File: config.mk
export PLATFORM = sky130hd
export DESIGN_NAME = ktt_update
export DESIGN_NICKNAME = d
export VERILOG_FILES = /design/src/hdl/ktt_pkg.sv /design/src/hdl/ktt_update.sv
export SDC_FILE = /design/constraint.sdc
export NUM_CORES = 1
export LEC_CHECK = 0
export BUFFER_PORTS_ARGS = -buffer_cell sky130_fd_sc_hd__buf_4
export CORE_AREA = 2 2 180 182
export DETAILED_ROUTE_END_ITERATION = 16
export DIE_AREA = 0 0 182 184
export PLACE_DENSITY_LB_ADDON = 0.25
export REMOVE_ABC_BUFFERS = 1
export SYNTH_ARGS = -nofsm -noshare
export SYNTH_HDL_FRONTEND = slang
export SYNTH_SLANG_ARGS = --single-unit
File: constraint.sdc
create_clock -name vclk -period 1.87
set_input_delay 0.187 -clock vclk [all_inputs]
set_output_delay 0.187 -clock vclk [all_outputs]
set_load 0.01 [all_outputs]
File: src/hdl/ktt_pkg.sv
// ----------------------------------------------------------------------------
// ktt_pkg
// Shared sizes, codes and record types for the keyed track table.
// ----------------------------------------------------------------------------
package ktt_pkg;

  // table geometry
  localparam int TABLE_ENTRIES = 32;
  localparam int IDX_W = (TABLE_ENTRIES > 1) ? $clog2(TABLE_ENTRIES) : 1;
  localparam int CNT_W = $clog2(TABLE_ENTRIES + 1);

  // result field widths
  localparam int SLOT_W  = 5;
  localparam int TOTAL_W = 6;

  // constants
  localparam logic [31:0] STALE_RESET   = 32'd900000;  // 15 minutes in ms
  localparam logic [12:0] HEADING_LIMIT = 13'd3600;    // 360.0 degrees

  // item actions
  localparam logic ACT_REPORT = 1'b0;
  localparam logic ACT_PRUNE  = 1'b1;

  // result outcomes
  localparam logic [1:0] OUT_FOUND = 2'd0;
  localparam logic [1:0] OUT_NEW   = 2'd1;
  localparam logic [1:0] OUT_EVICT = 2'd2;
  localparam logic [1:0] OUT_PRUNE = 2'd3;

  // one table entry as held in memory
  typedef struct packed {
    logic [29:0]        key;
    logic signed [27:0] lat;
    logic signed [28:0] lon;
    logic [31:0]        seen;
    logic [11:0]        heading;
    logic [11:0]        course;
    logic [9:0]         speed;
  } entry_t;

  // latched input item
  typedef struct packed {
    logic [31:0]        now;
    logic [29:0]        identity;
    logic signed [27:0] lat;
    logic signed [28:0] lon;
    logic               th_p;
    logic [12:0]        th;
    logic               cog_p;
    logic [11:0]        cog;
    logic               sog_p;
    logic [9:0]         sog;
  } report_t;

endpackage

File: src/hdl/ktt_update.sv
// ----------------------------------------------------------------------------
// ktt_update
// Merges a report item into an entry: position, time, heading, course, speed.
// ----------------------------------------------------------------------------
module ktt_update (
  input  ktt_pkg::entry_t  old_rec,
  input  ktt_pkg::report_t req,
  output ktt_pkg::entry_t  new_rec
);
  import ktt_pkg::*;

  logic [11:0] heading;

  // heading: usable true heading, else course, else keep
  always_comb begin
    if (req.th_p && (req.th <= HEADING_LIMIT)) begin
      heading = req.th[11:0];
    end else if (req.cog_p) begin
      heading = req.cog;
    end else begin
      heading = old_rec.heading;
    end
  end

  always_comb begin
    new_rec         = old_rec;
    new_rec.key     = req.identity;
    new_rec.lat     = req.lat;
    new_rec.lon     = req.lon;
    new_rec.seen    = req.now;
    new_rec.heading = heading;
    new_rec.course  = req.cog_p ? req.cog : heading;
    if (req.sog_p) begin
      new_rec.speed = req.sog;
    end
  end

endmodule

Yosys cells after proc, flatten, opt, wreduce, memory -nomap -nowiden

Index checks and enable logic that the tools add are counted.

Bitwise operators: 0
$mul: 0
Div/mod/pow operators: 0
$lt $le $gt $ge: 1
Add/subtract/negate cells: 0
Equality and inequality tests: 0
Multiplexer cells: 4
Reduce and logical (&&, ||, !) cells: 1
Shifts and indexed selects: 0

Operator list:

| kind                   | count |
|---|---|
| $mux W12               | 3 |
| $le A13 B12 Y1 const B | 1 |
| $mux W10               | 1 |
| $logic_and A1 B1 Y1    | 1 |

Word-level logic and storage cells: 6
Bits in read-only memories: 0
Output and inout bits: 153
Register bits: 0
Bits in latches: 0
Memories: 0
Bits of input ports: 310
Memory bits (writable): 0

Longest topological paths before layout

Gate-level depths: netlist of the first run.

Depth after elaboration: 4
Depth in mapped cells: 5
Gate-level depth less buffers: 4

Worst setup path after synthesis of the first run

Ideal clock, no wire load.

Kind: input-to-output
Start point: input req[24] (netlist name)
End point: output new_rec[17] (netlist name)
Slack: 0.369 ns
Stages on the path: 5
Required time: 1.683 ns
Buffers on the path: 1
Data arrival time: 1.314 ns
Cells stage by stage: o41ai_2 a21o_2 a21oi_2 buf_6 a221o_1

RTL lines:

| what               | line            | text |
|---|---|---|
| start: declaration | ktt_update.sv:7 | `input ktt_pkg::report_t req,` |
| end: declaration   | ktt_update.sv:8 | `output ktt_pkg::entry_t new_rec` |

==> metrics.cfg, run 1 <==
[job]
drv_cap = 0

[power_and_ir_drop]
powerDensity_nw_per_um2 = 241
peakVddDrop_mv = 0.0884
p_leak_uw = 0.000770
p_total_uw = 490

[floorplanning]
die_width_um = 182
die_y_um = 184
core_um2 = 31400
rows = 65
die_area_um2 = 33500
initial_core_util_pct = 4.81
io_pins = 463

[synthesis]
synth_top_area_share_pct = 59.2
synth.most_common_cell = buf_4
synth.area.top_cells = buf_4 (59%), a221o_1 (8.0%), mux2_2 (7.5%)
avgSynthCellArea_um2 = 7.26
synth.distinct_cells = 21
synthTopCellsByCount = buf_4 (119), a21oi_1 (13), nand3_1 (13)
yosysTopAreaCell = buf_4
netlist_instances = 208
synth_area_um2 = 1510
synth_warnings = 0
ys_seq_area_share_pct = 0

[detailed_routing]
wl_per_cell_um = 64.4
drc = 0
vias = 1631
wirelength_um = 38600
viasPerCell = 2.72
antenna_left = 0
drtPass1Iterations = 4
drtIter0Drc = 121

[timing]
relSlewSlack_pct = 68.8
fmax_mhz = 537
tightest_slew_ns = 0.466
slew_viol_final = 0
min_period_ns = 1.86
finalCritPeriodShare_pct = 99.5
setup_viol = 0
grt_setup_unrepaired = yes
tns_ns = 0
hold_viol_final = 0

[layout]
seq_cell_count = 0
drive_gt1_share_pct = 65.8
final_nets = 508
synthToLayoutAreaGrowth_pct = 34.3
seq_area_um2 = 0
clockBufferCount = 0

[placement]
globalplace.congestion = 0.780
detailed_place_hpwl_um = 37700
portBuffers = 94

[setup_path]
end_kind = output pin
crit_type = input pin to output pin
cp_max_fo = 4
crit_required_ns = 1.68
arrival_ns = 1.67
worst_setup_path_start_kind = input pin

[grt]
overflow = 0
grt_pass1_vias = 1539
grt_pass1_wl_um = 42100
grt_max_degree = 16
antenna_found_initial = 2
track_usage_pct = 22.5

[hold_path]
min_path_type = input pin to output pin

[outcome]
status = completed

[critical path, cell delays in order]
cell and delay (ns):
buf_8 0.10, o41ai_2 0.32, buf_4 0.19, a21o_4 0.13, a21oi_4 0.07, buf_6 0.16
a221o_1 0.37, buf_6 0.15
[cell usage in the layout, fill, tap and decap left out]
master,netlist,final
and3_1,1,1
nand2b_1,1,1
nor2b_1,1,1
a21oi_1,13,13
buf_12,0,2
o21ai_0,6,6
o21ai_1,6,6
nand3_1,13,13
diode_2,0,1
a21o_4,0,1
buf_6,1,9
mux2_2,10,10
buf_4,119,102
a21oi_4,0,1
o41ai_2,1,1
buf_8,0,1
nor3_4,1,1
a221o_1,12,12
nor4_2,0,1
and2_1,12,12
nor2_1,1,1
inv_1,1,1
[area by class of cell]
cell class / instances / area [um^2]
diodes: 1 / 2.50
well taps: 402 / 503
fillers: 3765 / 29400
inverters: 1 / 3.75
multi-input cells: 81 / 597
repair buffers: 114 / 922
[what timing repair did]
action                                  in CTS  in global routing
pin swaps                                    4                 10
buffers inserted                             1                  1
gates resized for setup                      8                  6
hold buffers                                 0                  0
endpoints found under the setup margin      11                 13
[cell families after synthesis]
group | Yosys count | synth area share (%)
buffers and inverters | 127 | 61.8
AOI/OAI and AO/OA | 40 | 18.5
muxes | 10 | 7.46
and+or+nand+nor | 31 | 12.3
[power by group]
part / internal [uW] / total [uW] / switching (uW)
Sequential: 0 / 0 / 0
Clock: 0.0000716 / 0.0000716 / 0
Combinational: 265 / 490 / 224
Total: 265 / 490 / 224
[worst paths after layout]
check / end / slack [ns] / cells after the start / start
setup / recovery: new_rec[21] / 0.009 / 8 / req[24]
hold / removal: new_rec[138] / 0.37 / 0 / req[110]
[metal layers]
| layer | routed length, um | global-route usage [%] | up-vias |
|---|---|---|---|
| met3 | 12400 | 34.2 | 6 |
| li1 | - | - | 570 |
| met1 | 3870 | 6.42 | 655 |
| met5 | 113 | 2.22 | - |
| met2 | 22000 | 46.4 | 396 |
| met4 | 186 | 0.806 | 4 |
[stage by stage]
stage	hold slack [ns]	util [%]	worst slack, ns	cells	instance area [um^2]
after global placement	0.376	6.21	-0.108	596	1950
after detailed placement	0.376	6.21	-0.0869	596	1950
after CTS	0.376	6.35	-0.0316	597	1990
final	0.375	6.46	0.00919	599	2030
after global routing	0.374	6.45	-0.0362	598	2030
after floorplan	0.374	-	0.286	82	581
Power figures use the tool's default switching activity.
==> inputs of run 2 (changes only) <==
Settings changed: CELL_PAD_IN_SITES_DETAIL_PLACEMENT from default to 2, CELL_PAD_IN_SITES_GLOBAL_PLACEMENT from default to 2, CORE_AREA 2 2 180 182 to 2 2 179 181, DIE_AREA 0 0 182 184 to 0 0 181 183, SETUP_SLACK_MARGIN from default to 0.02.
==> metrics.cfg, run 2 (synthesis results as in run 1) <==
[hold_path]
min_path_type = input pin to output pin

[placement]
detailed_place_hpwl_um = 38500
placedCellCount = 587
post-place-ws_ns = -0.107
portBuffers = 94
globalplace.congestion = 0.837

[floorplanning]
rows = 65
die_y_um = 183
initial_core_util_pct = 4.84
core_um2 = 31200
io_pins = 463
die_area_um2 = 33100
die_width_um = 181

[power_and_ir_drop]
powerDensity_nw_per_um2 = 242
p_leak_uw = 0.000710
peakVddDrop_mv = 0.0629

[layout]
seq_area_um2 = 0
utilization_pct = 6.20
final_nets = 498
clockBufferCount = 0
seq_cell_count = 0
synthToLayoutAreaGrowth_pct = 28.2
final_cell_mix = buf_4 (100), nand3_1 (13), and2_1 (12), a21oi_1 (12), a221o_1 (12)
drive_gt1_share_pct = 65.6
final_common_cell = buf_4
stdcell_count = 589

[setup_path]
end_kind = output pin
path_buf_inv = 2
cpMaxStageDelayCell = o41ai_4
crit_family = compound AO/OA/AOI/OAI gates
cp_max_fo = 6
path_cells = buf_4 -> o41ai_4 -> a21o_4 -> a21oi_4 -> a221o_1 -> buf_6
worst_setup_path_start_kind = input pin
arrival_ns = 1.64
crit_required_ns = 1.68
critPathMaxStageDelay_ns = 0.43
crit_type = input pin to output pin

[timing]
setup_viol = 0
slew_viol_final = 0
grt_setup_unrepaired = yes
final.setup.worst_slack_ns = 0.0428
min_period_ns = 1.83
tns_ns = 0
fmax_mhz = 547
tightest_slew_ns = 0.366
hold_viol_final = 0
relSlewSlack_pct = 75.5
finalCritPeriodShare_pct = 97.7

[grt]
antenna_found_initial = 3
overflow = 0
grt_max_degree = 16
grt_pass1_vias = 1608
track_usage_pct = 23.1
grt_pass1_wl_um = 43100

[job]
drv_cap = 0

[detailed_routing]
drc = 0
drtPass1Iterations = 4
wirelength_um = 39500
drtIter0Drc = 128
antenna_left = 0
wl_per_cell_um = 67.0
vias = 1656
viasPerCell = 2.81

[clock_network]
postCtsSetupBuffers = 0

[outcome]
status = completed

run 2: changes by cell type in the layout (fill, tap and decap cells not counted), sizes merged:
cell,previous run,this run
buf,114,103
a21oi,14,15
run 2: worst paths after layout:
check | startpoint | endpoint | depth (start not counted)
max | req[26] | new_rec[18] | 6
min | req[104] | new_rec[132] | 0
run 2: area by class of cell:
class,count,area [um^2]
Fill cell,3775,29300
Timing Repair Buffer,103,785
Multi-Input combinational cell,82,642
Tap cell,402,503
Inverter,1,3.75
Antenna cell,1,2.50
run 2: power breakdown:
group | switching, uW | total (uW) | internal, uW
sequential | 0 | 0 | 0
clock | 0 | 0.0000717 | 0.0000717
combinational | 228 | 469 | 240
run 2: what timing repair did:
item / 4_1_cts / 5_1_grt
hold buffers: 0 / 0
resized for setup: 3 / 9
pin swaps: 0 / 9
gates cloned: 0 / 1
setup endpoints to repair: 23 / 23
run 2: metrics by stage:
step                hold WS, ns  instance area, um^2  power (uW)
floorplan                 0.374                  581         145
global placement          0.376                 1860         452
detailed placement        0.376                 1860         457
CTS                       0.376                 1880         464
global route              0.375                 1930         501
finish                    0.375                 1940         469
run 2: per-layer routing:
layer	routed length (um)	global-route usage (%)	vias to the layer above
li1	-	-	551
met1	4240	6.92	662
met2	21100	44.7	413
met3	12800	35.6	24
met4	1160	5.11	6
met5	147	2.37	-
==> inputs of run 3 (changes only) <==
--- a/config.mk
+++ b/config.mk
@@ -14,3 +14,2 @@
 export PLACE_DENSITY_LB_ADDON = 0.25
-export REMOVE_ABC_BUFFERS = 1
 export SETUP_SLACK_MARGIN = 0.02
==> constraint.sdc (replaced) <==
create_clock -name vclk -period 1.87
set_input_delay 0.187 -clock vclk [all_inputs]
set_output_delay 0.187 -clock vclk [all_outputs]
set_load 0.02 [all_outputs]
==> metrics.cfg, run 3 (synthesis results as in run 1) <==
[floorplanning]
die_y_um = 183
die_width_um = 181
die_area_um2 = 33100
initial_core_util_pct = 4.84
core_um2 = 31200
rows = 65
io_pins = 463

[setup_path]
cp_max_fo = 6
arrival_ns = 1.60
worst_setup_path_start_kind = input pin
crit_required_ns = 1.68
crit_type = input pin to output pin
end_kind = output pin

[timing]
hold_viol_final = 0
finalCritPeriodShare_pct = 95.6
fmax_mhz = 559
setup_viol = 0
tightest_slew_ns = 0.425
relSlewSlack_pct = 71.6
tns_ns = 0
slew_viol_final = 0
min_period_ns = 1.79
grt_setup_unrepaired = yes

[layout]
final_nets = 502
seq_cell_count = 0
final_cell_mix = buf_4 (99), nand3_1 (13), a21oi_1 (13)
drive_gt1_share_pct = 65.3
synthToLayoutAreaGrowth_pct = 31.1
clockBufferCount = 0
final_common_cell = buf_4
nFillCells = 3739
stdcell_count = 592
antenna_cells = 0
seq_area_um2 = 0

[placement]
globalplace.congestion = 0.669
portBuffers = 94
placedCellCount = 592
detailed_place_hpwl_um = 7990

[grt]
overflow = 0
antenna_found_initial = 4
grt_pass1_vias = 1548
grt_pass1_wl_um = 12100
track_usage_pct = 5.11
grt_max_degree = 16

[power_and_ir_drop]
p_total_uw = 512
internal_power_uw = 255
power.share.clock_pct = 0
powerDensity_nw_per_um2 = 259
power_frac_comb_pct = 100.0
switching_share_pct = 50.2
p_sw_uw = 257
p_leak_uw = 0.000740
power_frac_seq_pct = 0
peakVddDrop_mv = 0.0355

[detailed_routing]
vias = 1341
drtPass1Iterations = 4
wl_per_cell_um = 15.3
viasPerCell = 2.27
wirelength_um = 9090
drtIter0Drc = 39
drc = 0
antenna_left = 0

[synthesis]
syn-num-nets = 518

[hold_path]
min_path_type = input pin to output pin
holdPathStages = 0

[job]
drv_cap = 0

[outcome]
status = completed

[run 3: layout make-up]
| class | instances | area, um^2 | area share (%) |
|---|---|---|---|
| Timing Repair Buffer | 108 | 853 | 43.1 |
| Tap cell | 402 | 503 | 25.4 |
| Inverter | 1 | 3.75 | 0.190 |
| Multi-Input combinational cell | 81 | 619 | 31.3 |
[run 3: path summary, 6_finish.rpt]
kind                      endpoint  startpoint
worst min-delay path  new_rec[119]     req[91]
worst max-delay path   new_rec[10]     req[24]
[run 3: per-layer routing]
metal | global-route usage, % | up-vias | share of wire [%]
met2 | 8.25 | 138 | 44
li1 | - | 555 | -
met5 | 1.63 | - | 1.4
met3 | 4.59 | 62 | 23
met4 | 2.57 | 10 | 4.0
met1 | 4.19 | 576 | 28
[run 3: what timing repair did]
action,in CTS,in global routing
hold buffers,0,0
endpoints found under the setup margin,24,23
buffers inserted,1,0
pin swaps,2,3
cloned,0,0
resized for setup,8,6
[run 3: stage by stage]
stage                     instance area [um^2]  setup slack [ns]  hold WS [ns]  util [%]
after global routing                      1980           0.00411         0.374      6.34
after detailed placement                  1910           -0.0795         0.374      6.11
after global placement                    1910           -0.0623         0.374      6.11
final                                     1980            0.0826         0.374      6.34
after CTS                                 1960            0.0204         0.374      6.28
after floorplan                           1510             0.321         0.487         -
[run 3: power groups by stage]
stage,clock network (uW),registers (uW),logic (uW)
finish,0,0,512
global route,0,0,552
floorplan,0,0,581
global placement,0,0,503
CTS,0,0,522
detailed placement,0,0,508
[run 3: worst max-delay path, cell delays in order]
cell,delay [ns]
buf_6,0.10
o41ai_4,0.39
a21o_4,0.19
a21oi_4,0.07
buf_4,0.19
a221o_1,0.31
buf_4,0.16
