### src/hdl/ktt_ram.sv
// ----------------------------------------------------------------------------
// ktt_ram
// Simple dual-port RAM: one write and one registered read per cycle.
// ----------------------------------------------------------------------------
module ktt_ram #(
  parameter int WIDTH = 8,
  parameter int DEPTH = 32,
  localparam int AW = (DEPTH > 1) ? $clog2(DEPTH) : 1
) (
  input  logic             clk,
  input  logic             wr_en,
  input  logic [AW-1:0]    wr_addr,
  input  logic [WIDTH-1:0] wr_data,
  input  logic             rd_en,
  input  logic [AW-1:0]    rd_addr,
  output logic [WIDTH-1:0] rd_data
);

  logic [WIDTH-1:0] mem [DEPTH];

  // write port
  always_ff @(posedge clk) begin
    if (wr_en) begin
      mem[wr_addr] <= wr_data;
    end
  end

  // read port, data holds when not enabled
  always_ff @(posedge clk) begin
    if (rd_en) begin
      rd_data <= mem[rd_addr];
    end
  end

endmodule

### config.mk
export PLATFORM = sky130hd
export DESIGN_NAME = ktt_ram
export DESIGN_NICKNAME = d
export VERILOG_FILES = /design/src/hdl/ktt_ram.sv
export SDC_FILE = /design/constraint.sdc
export NUM_CORES = 1
export LEC_CHECK = 0
export BUFFER_PORTS_ARGS = -buffer_cell sky130_fd_sc_hd__buf_4
export CELL_PAD_IN_SITES_DETAIL_PLACEMENT = 0
export CELL_PAD_IN_SITES_GLOBAL_PLACEMENT = 1
export CORE_ASPECT_RATIO = 0.8
export CORE_MARGIN = 2
export CORE_UTILIZATION = 50
export CTS_CLUSTER_SIZE = 24
export DETAILED_ROUTE_END_ITERATION = 8
export MAX_ROUTING_LAYER = met4
export PLACE_DENSITY = 0.79
export SYNTH_ARGS = -nofsm -noshare
export SYNTH_HDL_FRONTEND = slang
export SYNTH_SLANG_ARGS = --single-unit
### constraint.sdc
create_clock -name clk -period 2.1 [get_ports clk]
set_input_delay 0.105 -clock clk [delete_from_list [all_inputs] [get_ports clk]]
set_output_delay 0.105 -clock clk [all_outputs]
set_load 0.02 [all_outputs]
# After elaboration in Yosys (flattened, before gate mapping)
# Memory sizes are Yosys's and may differ from the RTL's. A register that Yosys moved wholly into a read port is not among the register bits.
# Cells that the tools add are included.
# totals
ff_bits	0
latch_bits	0
mem_bits_rw	256
romBits	0
inputBits	21
output_inout_bits	8
wordCells	3
memories	1
# memory_table
name	depth	width	rd	rd_ports_with_merged_regs	write_ports	line	text
mem	32	8	1	1	1	19	logic [WIDTH-1:0] mem [DEPTH];
# classes
add_sub_neg	0
multipliers	0
n_div	0
n_lt_le_gt_ge	0
eq_ne	0
n_shift	0
mux	2
bitwise_logic	0
reduce_logical	0
# ops
operator	count
$mux 1	2

# Logic depth before layout (Yosys ltp)
# Gate-level depths: netlist of the first run.
# logic_depth
ltp_word	2
ltp_mapped	5

# Worst setup path before layout of the first run
# OpenSTA, ideal clock, no wires.
# synth_timing
path_type	input -> register
startpoint	in rd_addr[2]
endpoint	reg rd_data[0] (read register of mem), data pin
setup_time_ps	260
arrival_time_ps	1787
required_time_ps	1840
setup_slack_ps	53
stages	5
path_buffers	2
path_cell_list	clkbuf_1 > clkbuf_1 > mux4_2 > mux4_2 > mux2_2
# synth_lines
item	line	text
start, declared	15	input logic [AW-1:0] rd_addr,
end, declared	16	output logic [WIDTH-1:0] rd_data

==> metrics, run 1 <==
DRC 0; placed wire-length estimate 13,400 um; Max Cap Viol 0; Clock Pin Slew Worst Setup and Hold Paths 60 ps; Synthesized Nets 438; final hold violation count 0; maximum VDD drop 0.711 mV; initial antenna violation count 1; clk root buf clkbuf_16; Slew Viols, Final 0; CP Launch Type flop; FILL cells 1,383; sequential fraction of the synthesis area 0.782; pin count of the biggest net entering global routing 33; worst slew pin tran 424 ps; H-tree lvl count 1; fmax 504 MHz; hold_ws 11.1 ps; Final nets 514; DR pass1 iterations 5; Worst Setup End Kind flop; largest fanout on the critical path 1; HP Start wr_data[6]; Int Pwr 8.43 mW; worst setup path start mem[24][1]; reg2reg start mem[24][1]; Reg2Reg Depth 3; die width 163 um; number of enable flip-flop cells after synthesis 264; Worst Setup Path Type reg2reg; Synth Register Bits 264; Post-DRT Antenna Nets 0; clock network power share 0.385; flop-to-flop setup slack 110 ps; via count of the first global-routing pass 4,727; drt wl/cell 27.0 um; Mapped Cells 417; Worst EP required 2370 ps; CTS tree built; Reg2Reg Capture Point rd_data[1]; Setup violations, final 0; DRT iter0 DRCs 513; Mean Syn Cell Area 24.3 um^2; Placer Congestion 0.801; Worst Clk Skew 7.82 ps; Post-Route Setup TNS 0 ps; Final Cell Area 11,700 um^2; Setup WS pre-CTS -118 ps; share of the synthesized area in the top cell type 0.782; cell with the most instances after synthesis edfxtp_1; Comb pwr share 0.056; sequential share of power 0.559; via count 4,682; latest clock arrival within the worst-skew pair 520 ps; fin cells 775; Die ar. 21,400 um^2; Arr. time, crit path 2260 ps; most area-consuming cells after synthesis edfxtp_1, mux4_2, nor2_1, mux2_2, buf_4; Die Height 131 um; final WL 21,000 um; Tmin final 1990 ps; status complete, no violations; global-route wire length before repair 31,600 um; Final Core Density 0.588; TritonCTS buffer count 24; Post-CTS Setup Bufs 0; class of the worst hold path in2reg; Total GRT Usage 0.212; share of post-route cells with drive strength above 1 0.376; PwrDens 905 nW/um^2; placed cells 730; post-DR vias/cell 6.04; Synthesis Warnings 0; Top FF cell, synth edfxtp_1; Row Count 46; unrepaired setup endpoints after global routing no; Final Cycle Share 0.946; Power, Total 10.6 mW; XOR/XNOR Fraction of Synth Area 0; Critical Path Sink rd_data[1]; FFs w/ async S/R, synth 0; CTS sink count 264; post-synthesis cell type count 14; PortBufs 28; Post-synth top cells edfxtp_1, mux4_2, nor2_1; Synth Area in Compound Gates 0; Syn Std Cell Area 10,100 um^2; Slew headroom 0.717; Placement Cell Area 10,900 um^2; switching portion of total power 0.202; fin worst setup slack 114 ps; combinational family with the most area after synthesis multiplexers; num ports 29; Starting Density 0.510; dominant cell type by area after synthesis edfxtp_1; sw power 2.13 mW; core region area 19,900 um^2; post-CTS sizing 0; Adder-Cell Fraction of Synth Area 0; clk buf depth 3; multiplexer share of the synthesized area 0.187; Layout area overhead 15.2%; remaining global-route overflow 0; Simple-Gate Fraction of Synth Area 0.0205; leakage power 3.72 nW
layout by cell type (no fill, tap or decap):
cell type / Yosys / routed
buf_12: 0 / 5
buf_4: 6 / 64
bufinv_16: 0 / 1
clkbuf_1: 6 / 4
clkbuf_16: 0 / 25
clkinv_1: 0 / 7
clkinv_2: 0 / 6
diode_2: 0 / 1
dlygate4sd3_1: 0 / 1
edfxtp_1: 264 / 264
mux2_2: 8 / 8
mux4_2: 80 / 80
nand2_1: 1 / 1
nand3_1: 2 / 2
nand3b_1: 5 / 5
nor2_1: 33 / 33
or3_1: 1 / 1
or3b_2: 3 / 3
power groups by stage:
| stage | Sequential (mW) | Combinational (mW) | Clock (mW) |
|---|---|---|---|
| after floorplan | 6.03 | 0.313 | 0 |
| after global placement | 6.01 | 0.586 | 0 |
| after detailed placement | 6.02 | 0.599 | 0 |
| after CTS | 5.91 | 0.602 | 4.13 |
| after global routing | 5.91 | 0.635 | 4.32 |
| final | 5.91 | 0.593 | 4.07 |
layer usage:
metal / track usage / up-vias / routed length, um
met5: - / - / 0
met4: 0.0354 / 0 / 348
met3: 0.0423 / 38 / 1800
met2: 0.309 / 214 / 9950
met1: 0.322 / 2498 / 8860
li1: - / 1932 / -
how the worst min path moves through the flow:
stage | to | slack [ps] | cells after the start
floorplan | mem[0][0] | 200 | 0
global placement | rd_data[6] | 440 | 1
detailed placement | rd_data[6] | 440 | 1
CTS | mem[20][5] | 0.5 | 1
global route | mem[21][6] | 10 | 1
finish | mem[21][6] | 10 | 1
timing repair:
item                                   in CTS  in global routing
endpoints found under the hold margin       8                  0
setup endpoints to repair                   0                  0
hold buffers                                1                  0
critical path, stage by stage (launching register included):
cell      delay (ps)
edfxtp_1         370
mux4_2           530
mux4_2           550
mux2_2           290
area by class of cell:
cell class / count / area [um^2] / share of cell area
diodes: 1 / 2.50 / 0.000214
clock buffers: 29 / 641 / 0.0549
clock inverters: 14 / 86.3 / 0.00739
multi-input cells: 133 / 2100 / 0.180
flip-flops and latches: 264 / 7930 / 0.679
well taps: 264 / 330 / 0.0283
repair buffers: 70 / 591 / 0.0506
state kept, by name, summed over array words and instances (netlist names):
name     flops
rd_data      8
mem        256
kinds of logic after synthesis:
group,after synthesis
buffers and inverters,20
flip-flops,264
multiplexers,88
AND/OR/NAND/NOR,45
Power figures use the tool's default switching activity.
==> run 2, diff against run 1 <==
--- a/config.mk
+++ b/config.mk
@@ -5,6 +5,7 @@
 export SDC_FILE = /design/constraint.sdc
 export NUM_CORES = 1
 export LEC_CHECK = 0
+export ABC_CLOCK_PERIOD_IN_PS = 2100
 export BUFFER_PORTS_ARGS = -buffer_cell sky130_fd_sc_hd__buf_4
 export CELL_PAD_IN_SITES_DETAIL_PLACEMENT = 0
 export CELL_PAD_IN_SITES_GLOBAL_PLACEMENT = 1
==> constraint.sdc (replaced) <==
create_clock -name clk -period 2.1 [get_ports clk]
set_input_delay 0.21 -clock clk [delete_from_list [all_inputs] [get_ports clk]]
set_output_delay 0.21 -clock clk [all_outputs]
set_load 0.02 [all_outputs]
==> run 2 against run 1 <==
Final cell count fell by 0.52%. Clock power up 2%. Sequential cell count unchanged. Hold slack better by 120 ps. Combinational power down 0.7%. Clock-buffer cell count is 3 higher. Sequential share of layout area increased by 0.073 points. Die area stayed put. Register-to-register slack improved by 40 ps. Via count fell by 0.88%. Core utilization down 0.063 points. Critical path type unchanged. Critical endpoint is now rd_data[5]. Highest routed layer unchanged.
==> metrics, run 2 (synthesis results as in run 1) <==
Clock Pin Slew Worst Setup and Hold Paths 60 ps (about the same); Slew Viols, Final 0 (unchanged); Layout area overhead 15.1% (was 15.2%); commonest non-fill, non-tap cell in the layout edfxtp_1 (unchanged); Most flops, register mem (unchanged); clk root buf clkbuf_16 (unchanged); drt wl/cell 26.7 um (was 27.0 um); Placement Cell Area 10,900 um^2 (about the same); number of flip-flops in the largest register 256 (unchanged); Placer Congestion 0.790 (was 0.801); Row Count 46 (unchanged); Tmin final 1950 ps (was 1990 ps); Worst Setup Path Type reg2reg (unchanged); clk buf depth 3 (unchanged); Final Cycle Share 0.927 (was 0.946); n_diodes 0 (was 1); met1 WL 8870 um (was 8860 um); core region area 19,900 um^2 (unchanged); Die Height 131 um (unchanged); commonest cells after routing, fill and taps aside edfxtp_1, mux4_2, buf_4 (unchanged); Final Cell Area 11,700 um^2 (about the same); unrepaired setup endpoints after global routing no (unchanged); Total GRT Usage 0.204 (was 0.212); via count 4,641 (was 4,682); die width 163 um (unchanged); global-route wire length before repair 30,200 um (was 31,600 um); Post-DRT Antenna Nets 0 (unchanged); worst slew pin tran 504 ps (was 424 ps); Worst Setup End Kind flop (unchanged); Crit-path slowest cell mux4_2 (unchanged); Seq. cell area 7930 um^2 (unchanged); CP Launch Type flop (unchanged); Worst path most repeated cell mux4_2 (unchanged); WL met2 9400 um (was 9950 um); DRC 0 (unchanged); Die ar. 21,400 um^2 (unchanged); slowest cell delay on critical path 530 ps (was 550 ps); post-DR vias/cell 6.02 (was 6.04); Arr. time, crit path 2210 ps (was 2260 ps); class of the worst hold path in2reg (unchanged); met3 wire len 2030 um (was 1800 um); Slew headroom 0.663 (was 0.717); initial antenna violation count 0 (was 1); latest clock arrival within the worst-skew pair 510 ps (was 520 ps); Top Metal Used met4 (unchanged); status complete, no violations (unchanged); leakage power 3.70 nW (was 3.72 nW); pin count of the biggest net entering global routing 33 (unchanged); Post-CTS Setup Bufs 0 (unchanged); via count of the first global-routing pass 4,586 (was 4,727); worst-path cell chain mux4_2 -> mux4_2 -> mux2_2 (unchanged); registers with the most flip-flops mem x256, rd_data x8 (unchanged); Final nets 513 (was 514); placed wire-length estimate 12,900 um (was 13,400 um); Worst Clk Skew 6.26 ps (was 7.82 ps); H-tree lvl count 1 (unchanged); final hold violation count 0 (unchanged); DR pass1 iterations 5 (unchanged); TritonCTS buffer count 25 (was 24); Worst EP required 2360 ps (was 2370 ps); DRT iter0 DRCs 753 (was 513); PwrDens 914 nW/um^2 (was 905 nW/um^2); Max Cap Viol 0 (unchanged); fin worst setup slack 152 ps (was 114 ps); Multi-input gate area 2100 um^2 (unchanged); Starting Density 0.510 (unchanged); remaining global-route overflow 0 (unchanged); fmax 513 MHz (was 504 MHz); Setup WS pre-CTS -196 ps (was -118 ps); Post-Route Setup TNS 0 ps (unchanged); CTS sink count 264 (unchanged); num ports 29 (unchanged); CTS tree built (unchanged); share of post-route cells with drive strength above 1 0.369 (was 0.376); maximum VDD drop 0.548 mV (was 0.711 mV); PortBufs 28 (unchanged); FILL cells 1,409 (was 1,383); largest fanout on the critical path 1 (unchanged); final WL 20,600 um (was 21,000 um); Setup violations, final 0 (unchanged)
run 2: final timing paths:
check             start    endpoint  slack, ps  depth (start not counted)
min          wr_data[0]  mem[28][0]        130                          1
max           mem[5][5]  rd_data[5]        150                          3
max reg2reg   mem[5][5]  rd_data[5]        150                          3
min reg2reg  mem[31][0]  rd_data[0]        980                          3
run 2: area by class of cell:
cell class,instances,share of cell area
Multi-Input combinational cell,133,0.180
Sequential cell,264,0.680
Clock buffer,32,0.0559
Clock inverter,10,0.00794
Tap cell,264,0.0283
Timing Repair Buffer,68,0.0483
run 2: metal layers:
metal  vias to the layer above  GRT usage
li1                       1934          -
met1                      2459      0.320
met2                       227      0.290
met3                        21     0.0379
met4                         0     0.0349
met5                         -          -
run 2: per-stage QoR:
| step | power, mW | utilization | cells | hold slack, ps |
|---|---|---|---|---|
| floorplan | 6.34 | - | 417 | 309 |
| global placement | 6.59 | 0.549 | 728 | 532 |
| detailed placement | 6.61 | 0.549 | 728 | 546 |
| CTS | 10.8 | 0.587 | 770 | 14.6 |
| global route | 11.0 | 0.587 | 771 | 129 |
| finish | 10.7 | 0.587 | 771 | 128 |
run 2: critical path: cells and delay by family, from the launching register on:
family        cells  cell delay (ps)
flip-flops        1              360
multiplexers      3             1330
run 2: timing repair:
item,CTS,global route
hold buffers,0,1
endpoints found under the setup margin,0,0
hold endpoints to repair,0,2
resized for setup,0,0
run 2: report_power, final:
group	internal, mW	switching, mW
Sequential	5.88	0.0239
Clock	2.41	1.76
Combinational	0.269	0.320
Total	8.56	2.10
==> run 3, diff against run 2 <==
--- a/config.mk
+++ b/config.mk
@@ -14,6 +14,7 @@
 export CORE_UTILIZATION = 50
 export CTS_CLUSTER_SIZE = 24
 export DETAILED_ROUTE_END_ITERATION = 8
+export GPL_TIMING_DRIVEN = 0
 export MAX_ROUTING_LAYER = met4
 export PLACE_DENSITY = 0.79
 export SYNTH_ARGS = -nofsm -noshare
==> run 3 against run 2 <==
Power shrank 2.3%. Clock-buffer cell count shrank 3. Sequential power is essentially flat.
==> metrics, run 3 (synthesis results as in run 1) <==
Post-CTS Setup Bufs 0 (unchanged); Worst Setup Path Type reg2reg (unchanged); num ports 29 (unchanged); commonest cells after routing, fill and taps aside edfxtp_1, mux4_2, nor2_1 (was edfxtp_1, mux4_2, buf_4); Max Cap Viol 0 (unchanged); core region area 19,900 um^2 (unchanged); Die Height 131 um (unchanged); Row Count 46 (unchanged); fin worst setup slack 118 ps (was 152 ps); Total GRT Usage 0.200 (was 0.204); Reg2Reg Depth 3 (unchanged); CTS tree built (unchanged); PwrDens 919 nW/um^2 (was 914 nW/um^2); final hold violation count 0 (unchanged); Most flops, register mem (unchanged); initial antenna violation count 0 (unchanged); Worst EP required 2360 ps (about the same); CP Launch Type flop (unchanged); Final Core Density 0.571 (was 0.587); largest fanout on the critical path 1 (unchanged); Final Cycle Share 0.944 (was 0.927); fmax 504 MHz (was 513 MHz); DRC 0 (unchanged); Worst Setup End Kind flop (unchanged); via count of the first global-routing pass 4,543 (was 4,586); post-DR vias/cell 6.10 (was 6.02); worst slew pin tran 866 ps (was 504 ps); Setup WS pre-CTS -515 ps (was -196 ps); TritonCTS buffer count 25 (unchanged); Crit-path slowest cell mux4_2 (unchanged); remaining global-route overflow 0 (unchanged); DRT iter0 DRCs 577 (was 753); registers with the most flip-flops mem x256, rd_data x8 (unchanged); slowest cell delay on critical path 540 ps (was 530 ps); unrepaired setup endpoints after global routing no (unchanged); placed wire-length estimate 12,800 um (was 12,900 um); drt wl/cell 27.1 um (was 26.7 um); worst-path cell chain mux4_2 -> mux4_2 -> mux2_2 (unchanged); Layout area overhead 11.9% (was 15.1%); Slew headroom 0.423 (was 0.663); clk root buf clkbuf_16 (unchanged); number of flip-flops in the largest register 256 (unchanged); Starting Density 0.510 (unchanged); final WL 20,100 um (was 20,600 um); CTS sink count 264 (unchanged); clk buf depth 3 (unchanged); Setup violations, final 0 (unchanged); H-tree lvl count 1 (unchanged); Worst Clk Skew 10.6 ps (was 6.26 ps); leakage power 3.49 nW (was 3.70 nW); Clock Pin Slew Worst Setup and Hold Paths 60 ps (about the same); hold depth 1 (unchanged); pin count of the biggest net entering global routing 33 (unchanged); status complete, no violations (unchanged); Post-DRT Antenna Nets 0 (unchanged); Die ar. 21,400 um^2 (unchanged); Worst path most repeated cell mux4_2 (unchanged); share of post-route cells with drive strength above 1 0.327 (was 0.369); global-route wire length before repair 29,800 um (was 30,200 um); commonest non-fill, non-tap cell in the layout edfxtp_1 (unchanged); FILL cells 1,437 (was 1,409); DR pass1 iterations 5 (unchanged); die width 163 um (unchanged); class of the worst hold path in2reg (unchanged); Final nets 488 (was 513); Tmin final 1980 ps (was 1950 ps); n_diodes 0 (unchanged); latest clock arrival within the worst-skew pair 510 ps (about the same); via count 4,536 (was 4,641); Placer Congestion 0.758 (was 0.790); PortBufs 23 (was 28); maximum VDD drop 0.653 mV (was 0.548 mV); Arr. time, crit path 2240 ps (was 2210 ps); Slew Viols, Final 0 (unchanged)
run 3: cell types whose count changed in the layout (fill, tap and decap cells not counted), moves of 3 or more:
cell	previous run	this run
buf_4	63	29
clkbuf_2	0	4
buf_2	0	4
buf_1	0	3
buf_12	4	0
run 3: area by class of cell:
class,count,area (um^2),area share
Buffer,20,115,0.0102
Clock buffer,29,641,0.0565
Clock inverter,11,50.0,0.00442
Multi-Input combinational cell,133,2100,0.185
Sequential cell,264,7930,0.699
Tap cell,264,330,0.0291
Timing Repair Buffer,23,173,0.0152
run 3: layer usage:
metal,track usage,wire [um],vias up
met4,0.0374,357,0
met2,0.277,9040,195
met3,0.0316,1470,32
li1,-,-,1883
met1,0.322,9270,2426
met5,-,0,-
run 3: path summary, 6_finish.rpt:
| check | startpoint | endpoint | slack, ps |
|---|---|---|---|
| hold reg to reg | mem[29][5] | rd_data[5] | 1010 |
| hold / removal | rd_en | rd_data[6] | 3 |
| setup reg to reg | mem[31][0] | rd_data[0] | 120 |
| setup / recovery | mem[31][0] | rd_data[0] | 120 |
run 3: timing repair:
action | CTS | global route
endpoints found under the setup margin | 0 | 8
gates resized for setup | 0 | 2
hold buffers | 0 | 0
run 3: where the power goes:
group / internal, mW / switching, mW / leakage, nW / total (mW)
registers: 5.88 / 0.0173 / 2.38 / 5.90
logic: 0.253 / 0.337 / 0.777 / 0.590
clock network: 2.15 / 1.78 / 0.330 / 3.93
run 3: stage by stage:
| stage | TNS [ps] | instance area, um^2 | power, mW | hold WS [ps] | cells |
|---|---|---|---|---|---|
| 4_1_cts | 0 | 11300 | 10.5 | 2.69 | 744 |
| 5_1_grt | 0 | 11300 | 10.7 | 7.98 | 744 |
| 3_3_place_gp | -4560 | 10600 | 6.58 | 522 | 704 |
| 6_report | 0 | 11300 | 10.4 | 3.06 | 744 |
| 3_5_place_dp | -6230 | 10600 | 6.60 | 533 | 704 |
| 2_1_floorplan | 0 | 10100 | 6.34 | 309 | 417 |
run 3: critical path: cells and delay by family (launching register included):
family,cells,cell delay [ps]
muxes,3,1370
DFF,1,370
